File: src/rtl/ohf_div_cell.sv
`timescale 1ns / 1ps
// ----------------------------------------------------------------------------
// ohf_div_cell: one restoring division step
// Brings in the next dividend bit, subtracts the divisor when it fits and
// shifts the quotient bit in. Cells are chained, one per quotient bit.
// ----------------------------------------------------------------------------
module ohf_div_cell #(
  parameter int DW = 16,
  parameter int NW = 53,
  parameter int QW = 53
) (
  input  logic          clk,
  input  logic          en,
  input  logic [DW-1:0] divisor,
  input  logic [DW-1:0] rem_i,
  input  logic [NW-1:0] num_i,
  input  logic [QW-1:0] quo_i,
  output logic [DW-1:0] rem_o,
  output logic [NW-1:0] num_o,
  output logic [QW-1:0] quo_o
);

  logic [DW:0]   trial;
  logic [DW:0]   diff;
  logic          take;
  logic [DW-1:0] rem_r, rem_nxt;
  logic [NW-1:0] num_r, num_nxt;
  logic [QW-1:0] quo_r, quo_nxt;

  always_comb begin
    trial   = {rem_i, num_i[NW-1]};
    diff    = trial - {1'b0, divisor};
    take    = (trial >= {1'b0, divisor});
    rem_nxt = take ? diff[DW-1:0] : trial[DW-1:0];
    num_nxt = {num_i[NW-2:0], 1'b0};
    quo_nxt = {quo_i[QW-2:0], take};
  end

  always_ff @(posedge clk) begin
    if (en) begin
      rem_r <= rem_nxt;
      num_r <= num_nxt;
      quo_r <= quo_nxt;
    end
  end

  assign rem_o = rem_r;
  assign num_o = num_r;
  assign quo_o = quo_r;

endmodule

File: config.mk
export PLATFORM = sky130hd
export DESIGN_NAME = ohf_div_cell
export DESIGN_NICKNAME = d
export VERILOG_FILES = /design/src/rtl/ohf_div_cell.sv
export SDC_FILE = /design/constraint.sdc
export NUM_CORES = 1
export LEC_CHECK = 0
export BUFFER_PORTS_ARGS = -buffer_cell sky130_fd_sc_hd__buf_2
export CORE_MARGIN = 4
export CORE_UTILIZATION = 25
export DETAILED_ROUTE_END_ITERATION = 10
export REMOVE_ABC_BUFFERS = 1
export SKIP_LAST_GASP = 1
export SYNTH_ARGS = -nofsm -noshare
export SYNTH_HDL_FRONTEND = slang
export SYNTH_SLANG_ARGS = --single-unit
export TNS_END_PERCENT = 5
File: constraint.sdc
create_clock -name clk -period 2.5 [get_ports clk]
set_clock_uncertainty 0.15 [all_clocks]
set_input_delay 0.25 -clock clk [delete_from_list [all_inputs] [get_ports clk]]
set_output_delay 0.25 -clock clk [all_outputs]
set_load 0.02 [all_outputs]
==> flow_metrics.py, run 1 <==
metrics = {
    "finish": {
        "areaGrowthSynthToFinish_pct": 74.6,
        "finalNetCount": 860,
        "final_common_cell": "buf_2",
        "final_util": 0.446,
        "final_cell_mix": "buf_2 (258), edfxtp_1 (121), dlygate4sd3_1 (107)",
        "drive_above_1_share": 0.494,
        "num_antenna_cells": 0,
    },
    "synth": {
        "yosysWarnings": 0,
        "synthMuxAreaShare": 0.0394,
        "yosysUniqueCellTypes": 40,
        "synthSimpleGateAreaFrac": 0.0345,
        "synth_seq_area_share": 0.759,
        "ys_async_sr_fraction": 0,
        "avgSynthCellArea_um2": 17.2,
        "netlist_top_cells_area": "edfxtp_1 (76%), ha_1 (4.2%), mux2_4 (1.9%)",
        "synth_fa_ha_area_frac": 0.0460,
        "synth-seq-cells": 121,
        "dominantRegCellSynth": "edfxtp_1",
        "yosysTopAreaCell": "edfxtp_1",
        "synth-edff-count": 121,
        "synth_area_mm2": 0.00479,
        "synth_top_family_by_area": "compound AO/OA/AOI/OAI gates",
        "synthXorXnorAreaFrac": 0.0165,
        "synth-compound-area-share": 0.0789,
        "syn_inst": 278,
        "yosys.area.top_type_share": 0.759,
    },
    "cts": {
        "cts_made_buffers": 17,
        "hold_buffers": 107,
        "clock-sinks": 121,
        "root_buffer": "clkbuf_16",
        "cts-htree-levels": 4,
        "cts_setup_buffers": 0,
        "cts_resized": 0,
        "clock_path_buffers": 2,
        "path_clk_slew_ns": 0.06,
        "cts_tree": "yes",
    },
    "setup_path": {
        "critPathRequiredTime_ns": 2.50,
        "cp_slowest_cell": "dlygate4sd3_1",
        "crit_family": "buffers and inverters",
        "cpPeakStageDelay_ns": 0.52,
        "worstPathMaxFanout": 5,
        "path_cells": "dlygate4sd3_1, buf_2, ha_1, a211o_1, a31oi_4, buf_4, mux2_4",
        "worstPathArrival_ns": 2.36,
        "critPathBufInv": 3,
        "crit_type": "input port to register",
        "endpoint_kind": "register",
        "cp-start-kind": "input port",
    },
    "global_route": {
        "use_met2": 0.244,
        "antenna_found_initial": 0,
        "first_global_vias": 4395,
        "grt_max_degree": 122,
        "overflow": 0,
        "grt_first_pass_wirelength_um": 23200,
        "busiest_layer": "met2",
        "grtUsageMet1": 0.148,
        "grt_usage": 0.137,
        "grt_use_met3": 0.0521,
    },
    "placement": {
        "globalplace.congestion": 0.834,
        "dp_hpwl_um": 10300,
        "port-buffer-count": 259,
    },
    "floorplan": {
        "core_area_mm2": 0.0188,
        "io_pins": 262,
        "rows": 50,
        "die_x_um": 146,
        "die_area_mm2": 0.0214,
        "start_util": 0.255,
        "die_h_um": 146,
    },
    "detailed_routing": {
        "routed_via_density": 4.17,
        "drc": 0,
        "drt_iter0_drc": 105,
        "route.detailed.wl_per_inst_um": 15.6,
        "ant_nets": 0,
        "wl_um": 14800,
        "vias": 3958,
        "firstDrtPassIters": 4,
    },
    "timing": {
        "tightestPinTransition_ns": 0.844,
        "layout_min_cycle_time_ns": 2.36,
        "max_slew_margin": 0.437,
        "whs_ns": 0.0262,
        "setup_viol": 0,
        "min_period_over_period": 0.945,
        "rsz0062_at_grt": "no",
        "tns_ns": 0,
        "hold_viol": 0,
        "timing.fmax_mhz": 423,
        "report.final.slew_viol_count": 0,
    },
    "hold_path": {
        "hold_path_depth": 2,
        "whs_endpoint": "rem_o[11]",
        "worstHoldStart": "rem_i[10]",
        "min_path_type": "input port to register",
    },
    "pwr": {
        "finalPower_w": 0.00597,
        "power_density_mw_per_mm2": 714,
        "p_leak_nw": 3.73,
        "peakVddDrop_mv": 0.424,
    },
    "run": {
        "drv_cap": 0,
    },
    "outcome": {
        "outcome": "finished, final reports clean",
    },
}
[final cells by class]
cell class              count  area, um^2
inverters                  22        82.6
multi-input cells         130        1030
clock inverters            14         150
fillers                  1691       10400
flip-flops and latches    121        3630
clock buffers              17         425
repair buffers            411        2750
well taps                 234         293
[layer usage]
metal,up-vias,share of wire
li1,1917,-
met1,1825,0.38
met2,191,0.51
met3,25,0.079
met4,0,0.024
met5,-,0
[worst max path at each step]
stage / start / to / slack, ns / cells after the start
after floorplan: divisor[4] / rem_o[15] / -0.15 / 8
after global placement: num_i[52] / rem_o[12] / -0.27 / 11
after detailed placement: num_i[52] / rem_o[12] / -0.28 / 11
after CTS: rem_i[14] / rem_o[14] / 0.15 / 7
after global routing: divisor[4] / rem_o[14] / 0.05 / 10
final: rem_i[14] / rem_o[10] / 0.14 / 7
[cell families after synthesis]
logic type,after synthesis
DFF,121
buffers and inverters,27
AOI/OAI and AO/OA,55
other,1
xor gates and xnor gates,9
adders and majority gates,17
muxes,15
and+or+nand+nor,33
[synthesized netlist by cell type (2+ instances only)]
cell type	number
a211oi_1	5
a21boi_0	2
a21o_1	7
a21oi_1	14
buf_4	3
edfxtp_1	121
ha_1	16
inv_1	22
mux2_2	7
mux2_4	6
mux2i_1	2
nand2_1	8
nand3_1	3
nand4_1	2
nor2_1	12
nor2b_1	3
o21a_1	3
o21ai_0	12
o31a_1	2
xnor2_1	6
xor2_1	3
[state kept, by name (all words and copies together) (netlist names)]
name   flops
num_o     52
rem_o     16
quo_o     53
[stage by stage]
stage	instance area (um^2)	setup WS, ns	cells
floorplan	4750	-0.155	273
global placement	6720	-0.270	811
detailed placement	6720	-0.285	811
CTS	8360	0.151	949
global route	8360	0.0479	949
finish	8360	0.136	949
[where the power goes]
part           leakage, nW  internal [W]  switching (W)  total, W
Combinational         2.26      0.000521       0.000591   0.00111
Sequential            1.18       0.00245      0.0000470   0.00250
Clock                0.287       0.00147       0.000892   0.00236
Total                 3.73       0.00444        0.00153   0.00597
No activity file was read; power rests on OpenSTA's default activity.
==> inputs of run 2 (changes only) <==
Settings changed: CORE_UTILIZATION 25 to 40, PLACE_DENSITY set to 0.76.
==> run 2 against run 1 <==
  * Non-clock buffer count decreased by 7
  * Total power increased by 2.5%
  * Die area decreased by 36%
  * Via count increased by 5.0%
  * Clock-buffer cell count unchanged
  * Critical path depth increased by 4
  * Sequential power about the same
  * Fmax increased by 2.1%
  * Utilization increased by 26 points
  * Hold slack got worse by 0.0013 ns
==> flow_metrics.py, run 2 (synthesis results as in run 1) <==
metrics = {
    "outcome": {
        "outcome": "finished, final reports clean",
    },
    "timing": {
        "min_period_over_period": 0.926,
        "max_slew_margin": 0.665,
        "layout_min_cycle_time_ns": 2.31,
        "report.final.slew_viol_count": 0,
        "hold_viol": 0,
        "rsz0062_at_grt": "no",
        "timing.fmax_mhz": 432,
        "tightestPinTransition_ns": 0.502,
        "setup_viol": 0,
        "tns_ns": 0,
    },
    "cts": {
        "cts_tree": "yes",
        "cts_setup_buffers": 0,
        "cts_made_buffers": 17,
        "cts-htree-levels": 4,
        "path_clk_slew_ns": 0.06,
        "clock_path_buffers": 2,
        "hold_buffers": 104,
        "cts_resized": 0,
        "clock-sinks": 121,
        "root_buffer": "clkbuf_16",
    },
    "detailed_routing": {
        "route.detailed.wl_per_inst_um": 20.7,
        "wl_um": 17600,
        "drt_iter0_drc": 293,
        "routed_via_density": 4.88,
        "vias": 4155,
        "ant_nets": 0,
        "drc": 0,
        "firstDrtPassIters": 4,
    },
    "floorplan": {
        "die_x_um": 117,
        "start_util": 0.414,
        "rows": 39,
        "core_area_mm2": 0.0116,
        "die_h_um": 117,
        "die_area_mm2": 0.0138,
        "io_pins": 262,
    },
    "finish": {
        "largest_reg_flops": 53,
        "final_cell_mix": "buf_2 (258), edfxtp_1 (121), dlygate4sd3_1 (104)",
        "finalNetCount": 853,
        "drive_above_1_share": 0.493,
        "final_common_cell": "buf_2",
        "fin_area_mm2": 0.00821,
        "instances_no_fill": 851,
        "num_antenna_cells": 0,
        "areaGrowthSynthToFinish_pct": 71.5,
    },
    "global_route": {
        "grt_first_pass_wirelength_um": 26600,
        "grt_usage": 0.256,
        "grt_max_degree": 48,
        "first_global_vias": 4393,
        "antenna_found_initial": 0,
        "overflow": 0,
    },
    "placement": {
        "globalplace.congestion": 0.867,
        "place_area_mm2": 0.00657,
        "port-buffer-count": 259,
        "dp.cells": 716,
        "dp_hpwl_um": 10800,
    },
    "setup_path": {
        "cp-start-kind": "input port",
        "crit_family": "compound AO/OA/AOI/OAI gates",
        "critPathBufInv": 3,
        "endpoint_kind": "register",
        "crit_type": "input port to register",
        "worstPathMaxFanout": 3,
        "path_cells": "buf_2, inv_1, ha_1, fa_1, nor2b_1, o31ai_1, a211oi_1, buf_4, nor2_1, a32o_1, o31a_1",
        "critPathRequiredTime_ns": 2.50,
        "cp_slowest_cell": "fa_1",
        "worstPathArrival_ns": 2.31,
        "cpPeakStageDelay_ns": 0.39,
    },
    "hold_path": {
        "min_path_type": "input port to register",
    },
    "pwr": {
        "finalPower_w": 0.00612,
        "p_leak_nw": 3.70,
        "power_density_mw_per_mm2": 745,
        "peakVddDrop_mv": 0.407,
    },
    "run": {
        "drv_cap": 0,
    },
}
## run 2: cell type report
| cell class | instances | area [um^2] |
|---|---|---|
| clock inverters | 14 | 174 |
| multi-input cells | 130 | 1030 |
| fillers | 759 | 3350 |
| clock buffers | 17 | 425 |
| inverters | 22 | 82.6 |
| repair buffers | 404 | 2690 |
| well taps | 143 | 179 |
| flip-flops and latches | 121 | 3630 |
## run 2: stage by stage
stage          hold slack (ns)   util  worst slack, ns
2_1_floorplan            0.199      -           -0.155
3_3_place_gp             0.277  0.568           -0.212
3_5_place_dp             0.278  0.568           -0.212
4_1_cts                0.00589  0.710            0.210
5_1_grt                 0.0171  0.710           0.0142
6_report                0.0249  0.710            0.185
## run 2: final timing paths
| path | start | endpoint | slack [ns] | cells past startpoint |
|---|---|---|---|---|
| max | num_i[52] | rem_o[12] | 0.19 | 11 |
| min | rem_i[3] | rem_o[4] | 0.02 | 2 |
## run 2: layer usage
layer | global-route usage | vias to the layer above | routed length [um]
met5 | 0 | - | 0
met4 | 0.113 | 0 | 667
met3 | 0.0775 | 39 | 1360
met2 | 0.463 | 216 | 9350
met1 | 0.277 | 1999 | 6210
li1 | - | 1901 | -
## run 2: power by group
group | internal, W | switching [W]
Clock | 0.00157 | 0.000903
Sequential | 0.00245 | 0.0000610
Combinational | 0.000513 | 0.000622
