===== config.mk =====
export PLATFORM = sky130hd
export DESIGN_NAME = ohf_cordic_cell
export DESIGN_NICKNAME = d
export VERILOG_FILES = /design/src/rtl/ohf_pkg.sv /design/src/rtl/ohf_cordic_cell.sv
export SDC_FILE = /design/constraint.sdc
export NUM_CORES = 1
export LEC_CHECK = 0
export ABC_AREA = 1
export BUFFER_PORTS_ARGS = -buffer_cell sky130_fd_sc_hd__buf_2
export CORE_MARGIN = 2
export CORE_UTILIZATION = 54
export DETAILED_ROUTE_END_ITERATION = 8
export GPL_TIMING_DRIVEN = 0
export PLACE_DENSITY_LB_ADDON = 0.15
export SLEW_MARGIN = 40
export SYNTH_ARGS = -nofsm -noshare
export SYNTH_HDL_FRONTEND = slang
export SYNTH_SLANG_ARGS = --single-unit

===== constraint.sdc =====
create_clock -name clk -period 2.9 [get_ports clk]
set_clock_uncertainty 0.15 [all_clocks]
set_input_delay 0.58 -clock clk [delete_from_list [all_inputs] [get_ports clk]]
set_output_delay 0.58 -clock clk [all_outputs]
set_load 0.005 [all_outputs]

===== src/rtl/ohf_pkg.sv =====
`timescale 1ns / 1ps
// ----------------------------------------------------------------------------
// ohf_pkg: shared types and constants for the odometry/IMU heading fusion
// Angle constants in Q3.28 radians, CORDIC arctangent table, field widths.
// ----------------------------------------------------------------------------
package ohf_pkg;

  localparam int ITEM_W = 96;   // in_tdata / out_tdata width
  localparam int CFG_AW = 2;
  localparam int CFG_DW = 22;

  // configuration register indexes
  typedef enum logic [CFG_AW-1:0] {
    CFG_ODO_WEIGHT    = 2'd0,
    CFG_TICKS_PER_TURN = 2'd1,
    CFG_WHEEL_CIRC    = 2'd2,
    CFG_WHEEL_SPACING = 2'd3
  } cfg_idx_t;

  // divider chains
  localparam int ODIV_STEPS = 40;  // odometric turn quotient bits
  localparam int ODIV_DW    = 38;  // ticks * spacing
  localparam int MDIV_STEPS = 53;  // mean distance quotient bits
  localparam int MDIV_DW    = 16;  // ticks per turn

  // CORDIC datapath widths
  localparam int XW = 33;
  localparam int ZW = 32;

  localparam logic signed [31:0] Q28_PI          = 32'sd843314857;
  localparam logic signed [31:0] Q28_HALF_PI     = 32'sd421657428;
  localparam logic signed [31:0] Q28_TWO_PI      = 32'sd1686629713;
  localparam logic signed [31:0] CORDIC_GAIN_Q30 = 32'sd652032875;

  // atan(2^-i) in Q28
  localparam logic signed [ZW-1:0] ATAN_Q28 [32] = '{
    32'sd210828714, 32'sd124459457, 32'sd65760959, 32'sd33381290,
    32'sd16755422,  32'sd8385879,   32'sd4193963,  32'sd2097109,
    32'sd1048571,   32'sd524287,    32'sd262144,   32'sd131072,
    32'sd65536,     32'sd32768,     32'sd16384,    32'sd8192,
    32'sd4096,      32'sd2048,      32'sd1024,     32'sd512,
    32'sd256,       32'sd128,       32'sd64,       32'sd32,
    32'sd16,        32'sd8,         32'sd4,        32'sd2,
    32'sd1,         32'sd1,         32'sd0,        32'sd0
  };

endpackage


===== src/rtl/ohf_cordic_cell.sv =====
`timescale 1ns / 1ps
// ----------------------------------------------------------------------------
// ohf_cordic_cell: one CORDIC rotation step
// Rotates (x, y) by +/- atan(2^-STEP) toward a zero residual angle z.
// ----------------------------------------------------------------------------
module ohf_cordic_cell #(
  parameter int STEP = 0
) (
  input  logic                          clk,
  input  logic                          en,
  input  logic signed [ohf_pkg::XW-1:0] x_i,
  input  logic signed [ohf_pkg::XW-1:0] y_i,
  input  logic signed [ohf_pkg::ZW-1:0] z_i,
  output logic signed [ohf_pkg::XW-1:0] x_o,
  output logic signed [ohf_pkg::XW-1:0] y_o,
  output logic signed [ohf_pkg::ZW-1:0] z_o
);

  import ohf_pkg::*;

  logic signed [XW-1:0] xs, ys;
  logic signed [XW-1:0] x_r, x_nxt, y_r, y_nxt;
  logic signed [ZW-1:0] z_r, z_nxt;

  always_comb begin
    xs = x_i >>> STEP;
    ys = y_i >>> STEP;
    if (!z_i[ZW-1]) begin
      x_nxt = x_i - ys;
      y_nxt = y_i + xs;
      z_nxt = z_i - ATAN_Q28[STEP];
    end else begin
      x_nxt = x_i + ys;
      y_nxt = y_i - xs;
      z_nxt = z_i + ATAN_Q28[STEP];
    end
  end

  always_ff @(posedge clk) begin
    if (en) begin
      x_r <= x_nxt;
      y_r <= y_nxt;
      z_r <= z_nxt;
    end
  end

  assign x_o = x_r;
  assign y_o = y_r;
  assign z_o = z_r;

endmodule


==> impl_metrics.toml, run 1 <==
[outcome]
status = "finished clean"

[global_route]
grt_pass1_vias = 12300
grt.total_usage_pct = 34.2
grt_max_degree = 63
grt-ovfl-total = 0
grt_pass1_wl_mm = 64.3
antenna_found_initial = 0

[detailed_routing]
dr.pass1.iters = 8
drc = 0
avgRoutedWirePerCell_um = 16.7
vias = 13400
viasPerCell = 5.39
first_iter_violations = 1196
wirelength_mm = 41.4
antenna_left = 0

[pwr]
leakage_uw = 0.00772
ir_drop_uv = 315
p_per_area_mw_per_mm2 = 398

[finish]
antenna_cells = 0
fin_nets = 2431
area_delta_synth_final_pct = 13.7
drive_gt1_share_pct = 12.9

[synth]
yosysSeqAreaShare_pct = 23.5
ys_top_cells_by_area = "edfxtp_1, nand2_1, ha_1"
synthArstFlopShare_pct = 0
synth_seq_cells = 97
synth_edf_count = 97
synthesis.nets = 2223
synth_top_area_cell = "edfxtp_1"
ys_types = 42
synth.top_cell.area_share_pct = 23.5
yosysWarnings = 0
netlist_area_mm2 = 0.0124
synthFlopType = "edfxtp_1"
synth.avg_cell_area_um2 = 6.23
yosys.cell_count.top_type = "nand2_1"
synth_cells = 1986
ys_top_cells_by_count = "nand2_1, inv_1, nor2_1"

[sta]
hold_violations = 0
slew_headroom_pct = 39.6
setup_violations = 0
min_period_over_period_pct = 94.4
setup_tns_ns = 0
tightestPinTransition_ns = 0.906
fin_crit_ns = 2.74
holdWs_ns = 0.244
rsz0062_at_grt = "no"
drv_slew = 0
fmax_mhz = 365

[die]
core_mm2 = 0.0226
die-height_um = 155
die_width_um = 155
dieArea_mm2 = 0.0241
initial_core_util_pct = 54.8
rows = 55
ioPinCount = 198

[clock_network]
cts_tree = "built"
h-tree-depth = 3
clkTransAtPathRegs_ns = 0.07
clock_sinks = 97
root_buffer = "clkbuf_16"
clk_path_buf_depth = 2
numCtsBuffers = 9

[setup_path]
worst_ep_arrival_time_ns = 2.70
critPathKind = "primary input to flop"
cp-start-kind = "primary input"
cp.required_ns = 2.86
end_kind = "flop"
crit_path_max_fanout = 5

[run]
drv_cap = 0

[placed_design]
gp_congestion = 1.01
dp_hpwl_mm = 34.6
portBuffers = 197

[min_path]
worstHoldPathType = "primary input to flop"
==> path summary, 6_finish.rpt <==
kind / from / to / slack, ns / cells after the start
min: z_i[0] / z_o[0] / 0.24 / 1
max: x_i[0] / x_o[24] / 0.16 / 14
==> cells by family (layout without fill, tap and decap cells) <==
| kind of cell | Yosys count | in the layout | synth area share, % |
|---|---|---|---|
| buffers and inverters | 388 | 601 | 12.6 |
| and+or+nand+nor | 1086 | 1086 | 36.1 |
| muxes | 1 | 1 | 0.0809 |
| xor gates and xnor gates | 46 | 46 | 3.26 |
| DFF | 97 | 97 | 23.5 |
| AOI/OAI and AO/OA | 231 | 231 | 10.3 |
| adders and majority gates | 137 | 137 | 14.1 |
==> layout by cell type, fill, tap and decap left out, types with 17 or more instances in the layout <==
master	instances
a21oi_1	100
buf_2	210
edfxtp_1	97
ha_1	133
inv_1	340
nand2_1	663
nand3_1	160
nand4_1	20
nor2_1	191
o21ai_0	73
o21bai_1	17
xor2_1	43
==> layout make-up <==
cell class / count / area [µm²]
fill: 2258 / 8500
multi-input combinational: 1501 / 7910
sequential: 97 / 2910
inverter: 345 / 1300
timing repair buffer: 199 / 1030
tap: 285 / 357
buffer: 41 / 267
clock buffer: 11 / 233
clock inverter: 5 / 65.1
==> critical path, stage by stage <==
cell	delay, ns
buf_2	0.10
inv_1	0.04
ha_1	0.29
fa_1	0.52
o21ai_2	0.28
nand2_1	0.11
nand2_1	0.11
nand2_1	0.08
nand2_1	0.20
nand2_1	0.11
nand2_1	0.07
nand2_1	0.04
nand3_1	0.08
nand2_1	0.07
==> repair_timing <==
| item | 4_1_cts | 5_1_grt |
|---|---|---|
| resized for setup | 2 | 4 |
| hold buffers | 0 | 0 |
| endpoints found under the setup margin | 27 | 10 |
| buffers inserted | 1 | 0 |
==> metrics by stage <==
stage	cells	area (µm²)	setup WS (ns)	utilization, %	total power [µW]
5_1_grt	2484	14100	0.00697	62.3	5940
2_1_floorplan	1986	12400	0.0373	-	3410
6_report	2484	14100	0.163	62.3	5600
4_1_cts	2484	14100	0.0903	62.3	5570
3_3_place_gp	2468	13700	-0.958	60.8	4250
3_5_place_dp	2469	13800	-1.03	60.9	4290
==> layer usage <==
layer  wire [µm]  global-route usage [%]  share of wire (%)
met5           0                       0                  0
met2       18300                    56.0                 44
met1       17900                    46.1                 43
met4        1470                    12.2                3.5
met3        3740                    4.96                9.0
==> report_power, final <==
group          internal (µW)  leakage (µW)  total [µW]  switching, µW
clock network            679      0.000138        1280            601
logic                    833       0.00664        2460           1620
registers               1820      0.000948        1870           50.7
==> registers in the layout (all words and copies together), names as in the netlist <==
signal / flops
x_o: 32
y_o: 33
z_o: 32
No activity file was read; power rests on OpenSTA's default activity.
==> run 2: changes to the inputs <==
--- a/config.mk
+++ b/config.mk
@@ -5,10 +5,9 @@
 export SDC_FILE = /design/constraint.sdc
 export NUM_CORES = 1
 export LEC_CHECK = 0
-export ABC_AREA = 1
 export BUFFER_PORTS_ARGS = -buffer_cell sky130_fd_sc_hd__buf_2
 export CORE_MARGIN = 2
-export CORE_UTILIZATION = 54
+export CORE_UTILIZATION = 52
 export DETAILED_ROUTE_END_ITERATION = 8
 export GPL_TIMING_DRIVEN = 0
 export PLACE_DENSITY_LB_ADDON = 0.15
==> run 2 against run 1 <==
The flow now finishes with violations (setup timing). Clock-buffer cell count fell by 1. Worst setup slack got worse by 0.45 ns. Sequential cell count unchanged. Clock power grew 5%. Critical path depth shrank 2. Global-route usage is 2.8 points lower. Critical endpoint is now x_o[29].
==> impl_metrics.toml, run 2 <==
[outcome]
status = "complete, but fails checks"
violations = "setup timing"

[die]
initial_core_util_pct = 52.6
die_width_um = 144
ioPinCount = 198
die-height_um = 144
core_mm2 = 0.0193
rows = 51
dieArea_mm2 = 0.0206

[setup_path]
startpoint = "x_i[4]"
cp.required_ns = 2.84
end_kind = "flop"
crit_chain = "buf_8, inv_4, ha_4, and2b_1, a211o_1, o211ai_1, nand4_1, a311oi_2, o21bai_2, a211oi_2, o22ai_2, xnor2_1"
crit_buf_inv = 2
critPathKind = "primary input to flop"
worst_ep_arrival_time_ns = 3.12
crit_family = "compound AO/OA/AOI/OAI gates"
slowest_delay_ns = 0.35
crit_path_max_fanout = 3
slowest_stage = "o211ai_1"
cp-start-kind = "primary input"

[synth]
synth_cells = 1171
yosys.area_share.simple_pct = 14.6
synth_xor_area_share_pct = 7.61
yosysSeqAreaShare_pct = 28.8
synth-compound-area-share_pct = 24.5
synthesis.nets = 1408
yosys.cell_count.top_type = "a21oi_1"
synth.avg_cell_area_um2 = 8.65
ys_types = 79
synthFlopType = "edfxtp_1"
synth_mux_area_share_pct = 1.68
synth_top_family_by_area = "compound AO/OA/AOI/OAI gates"
ys_top_cells_by_area = "edfxtp_1, ha_1, a21oi_1"
synth.top_cell.area_share_pct = 28.8
synth_seq_cells = 97
synthArstFlopShare_pct = 0
netlist_area_mm2 = 0.0101
ys_top_cells_by_count = "a21oi_1, ha_1, edfxtp_1"
synthAdderAreaFrac_pct = 17.2
synth_edf_count = 97
yosysWarnings = 0
synth_top_area_cell = "edfxtp_1"

[pwr]
p_per_area_mw_per_mm2 = 427
leakage_uw = 0.00602
ir_drop_uv = 285

[sta]
drv_slew = 0
fmax_mhz = 314
setup_tns_ns = -1.82
holdWs_ns = 0.244
setup_slack_ns = -0.284
min_period_over_period_pct = 110
slew_headroom_pct = 42.4
rsz0062_at_grt = "yes"
tightestPinTransition_ns = 0.863
setup_violations = 17
hold_violations = 0
fin_crit_ns = 3.18

[detailed_routing]
avgRoutedWirePerCell_um = 19.8
vias = 10400
wirelength_mm = 34.3
dr.pass1.iters = 6
viasPerCell = 6.01
drc = 0
antenna_left = 0
first_iter_violations = 1059

[clock_network]
root_buffer = "clkbuf_16"
h-tree-depth = 3
clock_sinks = 97
cts_tree = "built"
clk_path_buf_depth = 2
clkTransAtPathRegs_ns = 0.07
numCtsBuffers = 9

[finish]
final_cell_mix = "buf_2, a21oi_1, ha_1, edfxtp_1, nor2_1"
final_util_pct = 72.1
drive_gt1_share_pct = 34.1
layout_commonest_cell = "buf_2"
fin_nets = 1691
area_delta_synth_final_pct = 37.1
largest_reg_flops = 33

[global_route]
grtUsageMet1_pct = 42.2
grt_pass1_vias = 9532
grt-ovfl-total = 0
grt.total_usage_pct = 31.4
antenna_found_initial = 2
met3_usage_pct = 5.26
grt_max_degree = 52
grt_pass1_wl_mm = 50.2
globalRouteMet2Util_pct = 49.6
grt-busiest-layer = "met2"

[min_path]
hp-start = "z_i[0]"
worstHoldPathType = "primary input to flop"
min_delay_path_depth = 1
hold-path-endpoint = "z_o[0]"

[placed_design]
dp_hpwl_mm = 24.5
gp_congestion = 0.978
portBuffers = 197

[run]
drv_cap = 0
run 2: changes by cell type after synthesis, sizes merged, moves of 29 or more:
cell / before / now
a21oi: 103 / 143
a21o: 1 / 30
xnor2: 3 / 73
nand2: 673 / 57
nand3: 164 / 21
inv: 345 / 103
nor2: 199 / 97
run 2: area by class of cell:
cell class / count / area [µm²]
Antenna cell: 2 / 5.00
Buffer: 37 / 297
Clock buffer: 10 / 229
Clock inverter: 6 / 88.8
Fill cell: 1492 / 5380
Inverter: 104 / 438
Multi-Input combinational cell: 928 / 7720
Sequential cell: 97 / 2910
Tap cell: 265 / 332
Timing Repair Buffer: 277 / 1870
run 2: worst max path at each step:
stage          endpoint  slack [ns]  cells past startpoint
6_report        x_o[29]       -0.28                     12
5_1_grt         x_o[29]       -0.27                     12
4_1_cts         x_o[29]       -0.27                     12
3_5_place_dp    z_o[28]       -1.12                     15
3_3_place_gp    z_o[28]       -1.11                     15
2_1_floorplan   z_o[30]       -0.30                     14
run 2: repair_timing:
action	in CTS	in global routing
pin swaps	58	71
cloned	2	1
buffers inserted	37	41
hold buffers	0	0
resized for setup	148	116
endpoints found under the setup margin	58	54
run 2: per-stage QoR:
stage,cells,power [µW],setup WS [ns],area [µm²]
4_1_cts,1685,5670,-0.274,13100
3_3_place_gp,1633,4060,-1.11,11800
6_report,1726,5930,-0.284,13900
3_5_place_dp,1634,4090,-1.12,11800
2_1_floorplan,1171,3310,-0.302,10400
5_1_grt,1726,6200,-0.273,13900
run 2: kinds of logic (layout without fill, tap and decap cells):
logic type,Yosys count,after routing
AO/OA/AOI/OAI,386,386
XOR/XNOR,88,88
adder cells (fa/ha/maj),137,137
buffers and inverters,146,434
flip-flops,97,97
multiplexers,17,17
other,0,2
AND/OR/NAND/NOR,300,300
run 2: report_power, final:
group          internal [µW]  switching [µW]
registers               1860            49.4
clock network            763             575
logic                   1180            1500
run 2: routing by layer:
metal | up-vias | wire (µm)
met3 | 96 | 3160
met5 | - | 0
met1 | 4864 | 14100
met4 | 0 | 1360
met2 | 589 | 15600
li1 | 4822 | -
